`config.mk`:
```
export PLATFORM = sky130hd
export DESIGN_NAME = sha1_message_digest
export DESIGN_NICKNAME = d
export VERILOG_FILES = /design/src/rtl/core/sha1_pkg.sv /design/src/rtl/core/sha1_message_digest.sv
export VERILOG_INCLUDE_DIRS = /design/src /design/src/rtl/core
export SDC_FILE = /design/constraint.sdc
export NUM_CORES = 2
export LEC_CHECK = 0
export CAP_MARGIN = 20
export CORE_MARGIN = 3
export CORE_UTILIZATION = 67
export DETAILED_ROUTE_END_ITERATION = 10
export DONT_BUFFER_PORTS = 1
export PLACE_DENSITY_LB_ADDON = 0.2
export SLEW_MARGIN = 5
export SYNTH_ARGS = -nofsm -noshare
export SYNTH_HDL_FRONTEND = slang
export SYNTH_SLANG_ARGS = --single-unit
```
`constraint.sdc`:
```
create_clock -name clk -period 21.8 [get_ports clk]
set_input_delay 3.27 -clock clk [delete_from_list [all_inputs] [get_ports clk]]
set_output_delay 3.27 -clock clk [all_outputs]
set_load 0.05 [all_outputs]
```
`src/rtl/core/sha1_message_digest_macros.svh`:
```
// assertion macros for the sha1 message digest core
// expects clk and arst_n in the scope of use
`ifndef SHA1_MESSAGE_DIGEST_MACROS_SVH
`define SHA1_MESSAGE_DIGEST_MACROS_SVH

// same-cycle implication, disabled in reset
`define SHA1_ASSERT_SAME(label, ante, cons, msg) \
	label: assert property (@(posedge clk) disable iff (!arst_n) (ante) |-> (cons)) \
		else $error(msg);

// next-cycle implication, disabled in reset
`define SHA1_ASSERT_NEXT(label, ante, cons, msg) \
	label: assert property (@(posedge clk) disable iff (!arst_n) (ante) |=> (cons)) \
		else $error(msg);

`endif

```
`src/rtl/core/sha1_pkg.sv`:
```
// types, constants and helpers for the sha1 message digest core
// no dependencies
package sha1_pkg;

	typedef struct packed {
		logic [7:0] data_byte;
		logic       byte_valid;
		logic       end_of_message;
	} sha1_in_t;

	typedef struct packed {
		logic [31:0] digest_word;
		logic [2:0]  word_index;
		logic        last_word;
	} sha1_out_t;

	typedef enum logic [2:0] {
		ST_IDLE,
		ST_PAD,
		ST_ROUND,
		ST_ADD,
		ST_OUT
	} sha1_state_t;

	localparam logic [31:0] K0 = 32'h5A827999;
	localparam logic [31:0] K1 = 32'h6ED9EBA1;
	localparam logic [31:0] K2 = 32'h8F1BBCDC;
	localparam logic [31:0] K3 = 32'hCA62C1D6;

	// initial chaining value, index 0 is the first word
	localparam logic [4:0][31:0] H_INIT = {
		32'hC3D2E1F0, 32'h10325476, 32'h98BADCFE, 32'hEFCDAB89, 32'h67452301
	};

	localparam logic [7:0] PAD_BYTE   = 8'h80;
	localparam logic [6:0] LAST_ROUND = 7'd79;
	localparam logic [6:0] SCHED_START = 7'd16;
	localparam logic [6:0] PHASE1     = 7'd20;
	localparam logic [6:0] PHASE2     = 7'd40;
	localparam logic [6:0] PHASE3     = 7'd60;
	localparam logic [3:0] LEN_HI_WORD = 4'd14;
	localparam logic [3:0] LEN_LO_WORD = 4'd15;
	localparam logic [2:0] LAST_INDEX = 3'd4;

	// place a byte big-endian at lane, clearing the lanes after it
	function automatic logic [31:0] put_byte(logic [31:0] acc, logic [7:0] b, logic [1:0] lane);
		logic [31:0] w;
		unique case (lane)
			2'd0: w = {b, 24'h0};
			2'd1: w = {acc[31:24], b, 16'h0};
			2'd2: w = {acc[31:16], b, 8'h0};
			2'd3: w = {acc[31:8], b};
			default: w = {acc[31:8], b};
		endcase
		return w;
	endfunction

endpackage

```
`src/rtl/core/sha1_message_digest.sv`:
```
// sha1 message digest core: byte stream in, five digest words out
// depends on sha1_pkg and sha1_message_digest_macros.svh
//
// channel | signals                      | carries
// --------+------------------------------+------------------------------------------
// in      | in_valid, in_ready, in_data  | one request: optional byte, end mark
// out     | out_valid, out_ready, out_data | one digest word with index and last flag
//
// a byte that does not complete a 64-byte block is packed into the partial word in ST_IDLE
// a byte that completes a block starts a compression: its accept, the rounds, then the add
// an end request adds the padding words and a compression per padded block (rounds, then add),
//   two blocks when fewer than 9 bytes are left, then five output requests
// in_ready is low during compression and from the start of padding until the last digest word
// leaves; out_ready low simply holds the current word; reset clears the message and loads H0
`include "sha1_message_digest_macros.svh"

module sha1_message_digest (
	input  logic                clk,
	input  logic                arst_n,
	input  logic                in_valid,
	output logic                in_ready,
	input  sha1_pkg::sha1_in_t  in_data,
	output logic                out_valid,
	input  logic                out_ready,
	output sha1_pkg::sha1_out_t out_data
);

	// sequencer state
	sha1_pkg::sha1_state_t state_q, state_next;

	// message bookkeeping
	logic [60:0] len_q;        // bytes so far, wraps mod 2^61
	logic [31:0] acc_q;        // partial word being packed
	logic [3:0]  wcnt_q;       // words shifted into the block so far
	logic        pend_end_q;   // end seen, finish after the current block
	logic        mark_done_q;  // 0x80 already placed
	logic        need_extra_q; // length goes into a further block
	logic        final_q;      // current block carries the length

	// message schedule as a 16-word shift line, word 0 is the oldest
	logic [31:0] w_q [16];

	// working variables and chaining value
	logic [31:0] a_q, b_q, c_q, d_q, e_q;
	logic [31:0] chain_q [5];
	logic [6:0]  rnd_q;
	logic [2:0]  out_idx_q;

	// handshake strobes
	logic in_fire, out_fire;

	// control from the output decoder
	logic        shift_en;
	logic [31:0] shift_word;
	logic        launch;

	// round unit
	logic [31:0] w_cur, f_val, k_val, t_val;

	// packed words
	logic [31:0] byte_word, pad_word;

	assign in_fire  = in_valid && in_ready;
	assign out_fire = out_valid && out_ready;

	assign byte_word = sha1_pkg::put_byte(acc_q, in_data.data_byte, len_q[1:0]);

	// padding stream: marker word, zeros, then the 64-bit bit length
	always_comb begin
		if (!mark_done_q) begin
			pad_word = sha1_pkg::put_byte(acc_q, sha1_pkg::PAD_BYTE, len_q[1:0]);
		end else if (need_extra_q) begin
			pad_word = '0;
		end else if (wcnt_q == sha1_pkg::LEN_HI_WORD) begin
			pad_word = len_q[60:29];
		end else if (wcnt_q == sha1_pkg::LEN_LO_WORD) begin
			pad_word = {len_q[28:0], 3'b000};
		end else begin
			pad_word = '0;
		end
	end

	// round unit: one sha-1 round per cycle
	always_comb begin
		if (rnd_q < sha1_pkg::SCHED_START) begin
			w_cur = w_q[0];
		end else begin
			w_cur = w_q[13] ^ w_q[8] ^ w_q[2] ^ w_q[0];
			w_cur = {w_cur[30:0], w_cur[31]};
		end
		priority if (rnd_q < sha1_pkg::PHASE1) begin
			f_val = (b_q & c_q) ^ (~b_q & d_q);
			k_val = sha1_pkg::K0;
		end else if (rnd_q < sha1_pkg::PHASE2) begin
			f_val = b_q ^ c_q ^ d_q;
			k_val = sha1_pkg::K1;
		end else if (rnd_q < sha1_pkg::PHASE3) begin
			f_val = (b_q & c_q) ^ (b_q & d_q) ^ (c_q & d_q);
			k_val = sha1_pkg::K2;
		end else begin
			f_val = b_q ^ c_q ^ d_q;
			k_val = sha1_pkg::K3;
		end
		t_val = {a_q[26:0], a_q[31:27]} + f_val + e_q + k_val + w_cur;
	end

	// output decoder of the sequencer
	always_comb begin
		in_ready   = 1'b0;
		out_valid  = 1'b0;
		shift_en   = 1'b0;
		shift_word = '0;
		unique case (state_q)
			sha1_pkg::ST_IDLE: begin
				in_ready = 1'b1;
				if (in_fire && in_data.byte_valid && (len_q[1:0] == 2'd3)) begin
					shift_en   = 1'b1;
					shift_word = byte_word;
				end
			end
			sha1_pkg::ST_PAD: begin
				shift_en   = 1'b1;
				shift_word = pad_word;
			end
			sha1_pkg::ST_ROUND: begin
				shift_en   = 1'b1;
				shift_word = w_cur;
			end
			sha1_pkg::ST_ADD: begin
			end
			sha1_pkg::ST_OUT: begin
				out_valid = 1'b1;
			end
			default: begin
			end
		endcase
	end

	// sixteenth word entering the line starts a compression
	assign launch = shift_en && (state_q != sha1_pkg::ST_ROUND) && (wcnt_q == 4'd15);

	// next state
	always_comb begin
		state_next = state_q;
		unique case (state_q)
			sha1_pkg::ST_IDLE: begin
				if (in_fire) begin
					if (launch) begin
						state_next = sha1_pkg::ST_ROUND;
					end else if (in_data.end_of_message) begin
						state_next = sha1_pkg::ST_PAD;
					end
				end
			end
			sha1_pkg::ST_PAD: begin
				if (launch) begin
					state_next = sha1_pkg::ST_ROUND;
				end
			end
			sha1_pkg::ST_ROUND: begin
				if (rnd_q == sha1_pkg::LAST_ROUND) begin
					state_next = sha1_pkg::ST_ADD;
				end
			end
			sha1_pkg::ST_ADD: begin
				priority if (final_q) begin
					state_next = sha1_pkg::ST_OUT;
				end else if (pend_end_q) begin
					state_next = sha1_pkg::ST_PAD;
				end else begin
					state_next = sha1_pkg::ST_IDLE;
				end
			end
			sha1_pkg::ST_OUT: begin
				if (out_fire && (out_idx_q == sha1_pkg::LAST_INDEX)) begin
					state_next = sha1_pkg::ST_IDLE;
				end
			end
			default: begin
				state_next = sha1_pkg::ST_IDLE;
			end
		endcase
	end

	// control registers
	always_ff @(posedge clk or negedge arst_n) begin
		if (!arst_n) begin
			state_q      <= sha1_pkg::ST_IDLE;
			len_q        <= '0;
			wcnt_q       <= '0;
			pend_end_q   <= 1'b0;
			mark_done_q  <= 1'b0;
			need_extra_q <= 1'b0;
			final_q      <= 1'b0;
			rnd_q        <= '0;
			out_idx_q    <= '0;
		end else begin
			state_q <= state_next;
			if (shift_en && (state_q != sha1_pkg::ST_ROUND)) begin
				wcnt_q <= wcnt_q + 4'd1;
			end
			if (in_fire) begin
				if (in_data.byte_valid) begin
					len_q <= len_q + 61'd1;
				end
				pend_end_q <= in_data.end_of_message;
			end
			if (state_q == sha1_pkg::ST_PAD) begin
				if (!mark_done_q) begin
					mark_done_q <= 1'b1;
					// marker in word 14 leaves no room for the length
					need_extra_q <= (wcnt_q == sha1_pkg::LEN_HI_WORD);
				end else if (need_extra_q) begin
					if (launch) begin
						need_extra_q <= 1'b0;
					end
				end else if (launch) begin
					final_q <= 1'b1;
				end
			end
			if (launch) begin
				rnd_q <= '0;
			end else if (state_q == sha1_pkg::ST_ROUND) begin
				rnd_q <= rnd_q + 7'd1;
			end
			if (out_fire) begin
				if (out_idx_q == sha1_pkg::LAST_INDEX) begin
					// digest delivered: back to an empty message
					out_idx_q   <= '0;
					len_q       <= '0;
					wcnt_q      <= '0;
					pend_end_q  <= 1'b0;
					mark_done_q <= 1'b0;
					final_q     <= 1'b0;
				end else begin
					out_idx_q <= out_idx_q + 3'd1;
				end
			end
		end
	end

	// chaining value: feed-forward add, rotates out during delivery
	always_ff @(posedge clk or negedge arst_n) begin
		if (!arst_n) begin
			for (int i = 0; i < 5; i++) begin
				chain_q[i] <= sha1_pkg::H_INIT[i];
			end
		end else begin
			if (state_q == sha1_pkg::ST_ADD) begin
				chain_q[0] <= chain_q[0] + a_q;
				chain_q[1] <= chain_q[1] + b_q;
				chain_q[2] <= chain_q[2] + c_q;
				chain_q[3] <= chain_q[3] + d_q;
				chain_q[4] <= chain_q[4] + e_q;
			end else if (out_fire) begin
				if (out_idx_q == sha1_pkg::LAST_INDEX) begin
					for (int i = 0; i < 5; i++) begin
						chain_q[i] <= sha1_pkg::H_INIT[i];
					end
				end else begin
					for (int i = 0; i < 4; i++) begin
						chain_q[i] <= chain_q[i + 1];
					end
					chain_q[4] <= chain_q[0];
				end
			end
		end
	end

	// payload registers: partial word, schedule line, working variables
	always_ff @(posedge clk) begin
		if (in_fire && in_data.byte_valid) begin
			acc_q <= byte_word;
		end
		if (shift_en) begin
			for (int i = 0; i < 15; i++) begin
				w_q[i] <= w_q[i + 1];
			end
			w_q[15] <= shift_word;
		end
		if (launch) begin
			a_q <= chain_q[0];
			b_q <= chain_q[1];
			c_q <= chain_q[2];
			d_q <= chain_q[3];
			e_q <= chain_q[4];
		end else if (state_q == sha1_pkg::ST_ROUND) begin
			a_q <= t_val;
			b_q <= a_q;
			c_q <= {b_q[1:0], b_q[31:2]};
			d_q <= c_q;
			e_q <= d_q;
		end
	end

	assign out_data.digest_word = chain_q[0];
	assign out_data.word_index  = out_idx_q;
	assign out_data.last_word   = (out_idx_q == sha1_pkg::LAST_INDEX);

	// checks
	`SHA1_ASSERT_SAME(a_busy_excl, in_ready, !out_valid, "input taken while digest pending")
	`SHA1_ASSERT_NEXT(a_back_idle, out_fire && out_data.last_word, in_ready,
		"not ready after last digest word")
	`SHA1_ASSERT_SAME(a_round_wcnt, state_q == sha1_pkg::ST_ROUND, wcnt_q == 4'd0,
		"block word count not cleared during rounds")
	`SHA1_ASSERT_SAME(a_round_cnt, state_q == sha1_pkg::ST_ROUND,
		rnd_q <= sha1_pkg::LAST_ROUND, "round counter overran")

endmodule
```
==> flow_summary_export.csv <==
group,metric,value,unit
floorplanning,rows,99,
synthesis,synth-seq-cells,938,
synthesis,synth_commonest_cells,"696 x edfxtp_1, 629 x nand2_1, 285 x nor2_1",
global_routing,grt_pass1_wl,200000,um
synthesis,ys_top_cells_by_area,"edfxtp_1 42%, dfrtp_1 8.2%, ha_1 5.1%",
clocking,numCtsBuffers,92,
floorplanning,core,73200,um^2
timing,whs,0.395,ns
critical_path,cp.arrival,7.42,ns
power_and_ir_drop,vdd_drop_max,0.0786,mV
route,drc,0,
critical_path,path_delay_family,"buffers and inverters",
global_routing,grt_pass1_vias,33800,
global_routing,grt_usage,0.338,
synthesis,synth_compound_area_frac,0.132,
clocking,cts_sinks,938,
critical_path,cp.required,22.10,ns
layout,fillers,4928,
timing,hold_viol,0,
clocking,clk_latency,0.68,ns
run_status,status,"finished, final reports clean",
power_and_ir_drop,internal_power,2790,uW
synthesis,synthMostInstantiatedCell,"edfxtp_1",
route,wl,130000,um
floorplanning,fp.dieH,278,um
power_and_ir_drop,power,3500,uW
synthesis,synth_top_family_by_area,"compound AO/OA/AOI/OAI gates",
synthesis,synth-edff-count,696,
synthesis,synthMuxAreaShare,0.00707,
route,firstDrtPassIters,9,
timing,slew_headroom,0.241,
power_and_ir_drop,p_comb_frac,0,
synthesis,synthFlopType,"edfxtp_1",
placement,place_congestion,1.02,
synthesis,yosys_warnings,0,
critical_path,worst-path-max-fanout,212,
floorplanning,die_area,77500,um^2
clocking,path_clk_slew,0.06,ns
route,wire_per_inst,24.2,um
synthesis,syn_area,49700,um^2
clocking,cts_hold_buf,0,
layout,final_nets,4689,
layout,fin_cells,5386,
synthesis,synthAdderAreaFrac,0.101,
placement,dp_slack,14.00,ns
power_and_ir_drop,cellPowerDensity,65.6,nW/um^2
critical_path,slowest_stage,"buf_4",
timing,setup-tns-final,0,ns
timing,max_freq,0.141,GHz
global_routing,grt_max_degree,243,
power_and_ir_drop,seqPwrFrac,0.543,
route,first_iter_violations,4431,
synthesis,synth.distinct_cells,93,
layout,drive_gt1_frac,0.0664,
route,vias,35300,
clocking,cts_max_level,3,
synthesis,synth_nets,4778,
clocking,root_buffer,"clkbuf_16",
synthesis,synth_seq_area_share,0.544,
critical_path,crit_path_frequent_cell,"buf_4",
floorplanning,num_io_pins,52,
placement,dp_cells,5214,
synthesis,synth_top_area_frac,0.421,
power_and_ir_drop,switching_power,710,uW
layout,syn2layout_area_growth,7.38,%
floorplanning,start_util,0.679,
synthesis,synth-simple-area-share,0.128,
clocking,cts_setup_buffers,0,
critical_path,critPathBufInv,4,
placement,place_hpwl,87800,um
synthesis,yosysTopAreaCell,"edfxtp_1",
route,viasPerCell,6.56,
clocking,cts_buffer_depth,3,
timing,slew_viol_final,0,
job,maxCapViolCount,0,
timing,fin_ws,14.69,ns
synthesis,avgSynthCellArea,11.2,um^2
timing,period_share,0.326,
global_routing,grt.overflow.total,0,
synthesis,synthCells,4438,
critical_path,cp-start-kind,"primary input",
power_and_ir_drop,clockPowerShare,0.457,
timing,rsz0062_at_grt,"false",
floorplanning,die_w,278,um
clocking,cts_tree,"yes",
critical_path,crit_chain,"and4_1, buf_4, nor2_1, nand2_4, buf_12, buf_4, buf_4",
synthesis,synth_xor_area_frac,0.0523,
critical_path,end_kind,"register",
timing,tightest_slew,1.14,ns
critical_path,worst-setup-path-type,"in -> reg",
route,ant_nets,0,
critical_path,critPathMaxStageDelay,0.87,ns
synthesis,async_flop_share,0.258,
hold_path,hold_class,"reg -> reg",
timing,clock_skew,0.0388,ns
clocking,cts_resized,0,
timing,min_period,7.11,ns
power_and_ir_drop,power.share.switching,0.203,
placement,portBuffers,0,
timing,setup_viol,0,
global_routing,antenna_found_initial,2,
power_and_ir_drop,p_leak,0.0211,uW
==> cell families (layout without fill, tap and decap cells) <==
group                      count (synthesis)  in the layout
AOI/OAI and AO/OA                       1020           1020
xor gates and xnor gates                 297            297
adders and majority gates                326            326
buffers and inverters                    430            418
DFF                                      938            938
muxes                                     35             35
other                                      0              1
and+or+nand+nor                         1392           1392
==> registers in the layout, summed over array words and instances, names as in the netlist, 4 cells and up <==
register and count:
rnd_q 7, len_q 61, out_data 32, c_q 32
wcnt_q 4, a_q 32, b_q 32, w_q 512
e_q 32, acc_q 24, chain_q 128, d_q 32
==> cell usage in the layout (no fill, tap or decap), drive strengths merged, types with 19 or more instances in the layout <==
master / instances
a211oi: 35
a21o: 77
a21oi: 248
a221o: 25
a221oi: 27
a22oi: 29
a31oi: 55
and3: 65
buf: 37
clkbuf: 117
clkinv: 40
dfrtp: 162
dfstp: 80
edfxtp: 696
fa: 125
ha: 201
inv: 212
mux2i: 34
nand2: 629
nand2b: 27
nand3: 118
nand4: 32
nor2: 287
nor2b: 21
nor3: 60
o211ai: 53
o21a: 19
o21ai: 279
o21bai: 19
o31ai: 19
or3: 89
xnor2: 191
xor2: 106
==> final timing paths <==
check | start | to | slack, ns | cells past startpoint
setup / recovery | in_data[1] | w_q[1][171]$_DFFE_PP_ | 14.69 | 7
hold / removal | w_q[1][48]$_DFFE_PP_ | w_q[1][16]$_DFFE_PP_ | 0.39 | 0
setup reg to reg | rnd_q[4]$_DFFE_PN0P_ | a_q[29]$_DFFE_PP_ | 14.81 | 24
hold reg to reg | w_q[1][48]$_DFFE_PP_ | w_q[1][16]$_DFFE_PP_ | 0.39 | 0
max in group asynchronous | arst_n | chain_q[94]$_DFFE_PN0P_ | 18.97 | 0
min in group asynchronous | arst_n | len_q[33]$_DFF_PN0_ | 2.31 | 0
==> cell type report <==
cell class / count / area (um^2) / area share
Multi-Input combinational cell: 3070 / 21000 / 0.393
Clock buffer: 117 / 2450 / 0.0459
Inverter: 210 / 788 / 0.0148
Sequential cell: 938 / 27100 / 0.507
Timing Repair Buffer: 37 / 315 / 0.00591
Tap cell: 959 / 1200 / 0.0225
Clock inverter: 54 / 592 / 0.0111
Antenna cell: 1 / 2.50 / 0.0000469
==> metal layers <==
metal / global-route usage / wire, um
met5: 0 / 16
met4: 0.141 / 6320
met3: 0.0867 / 14400
met2: 0.502 / 56900
met1: 0.480 / 52500
==> per-stage QoR <==
step | instance area, um^2 | util
floorplan | 49700 | -
global placement | 50300 | 0.687
detailed placement | 50300 | 0.687
CTS | 53400 | 0.729
global route | 53400 | 0.729
finish | 53400 | 0.729
==> power groups by stage <==
stage | Sequential, uW | Clock [uW] | Combinational [uW]
after detailed placement | 1940 | 0 | 1.09
after global placement | 1940 | 0 | 1.03
after CTS | 1900 | 1610 | 1.10
after global routing | 1900 | 1680 | 1.24
final | 1900 | 1600 | 1.12
after floorplan | 1940 | 0 | 0.976
Note: power is estimated with default switching activity, not from simulation.
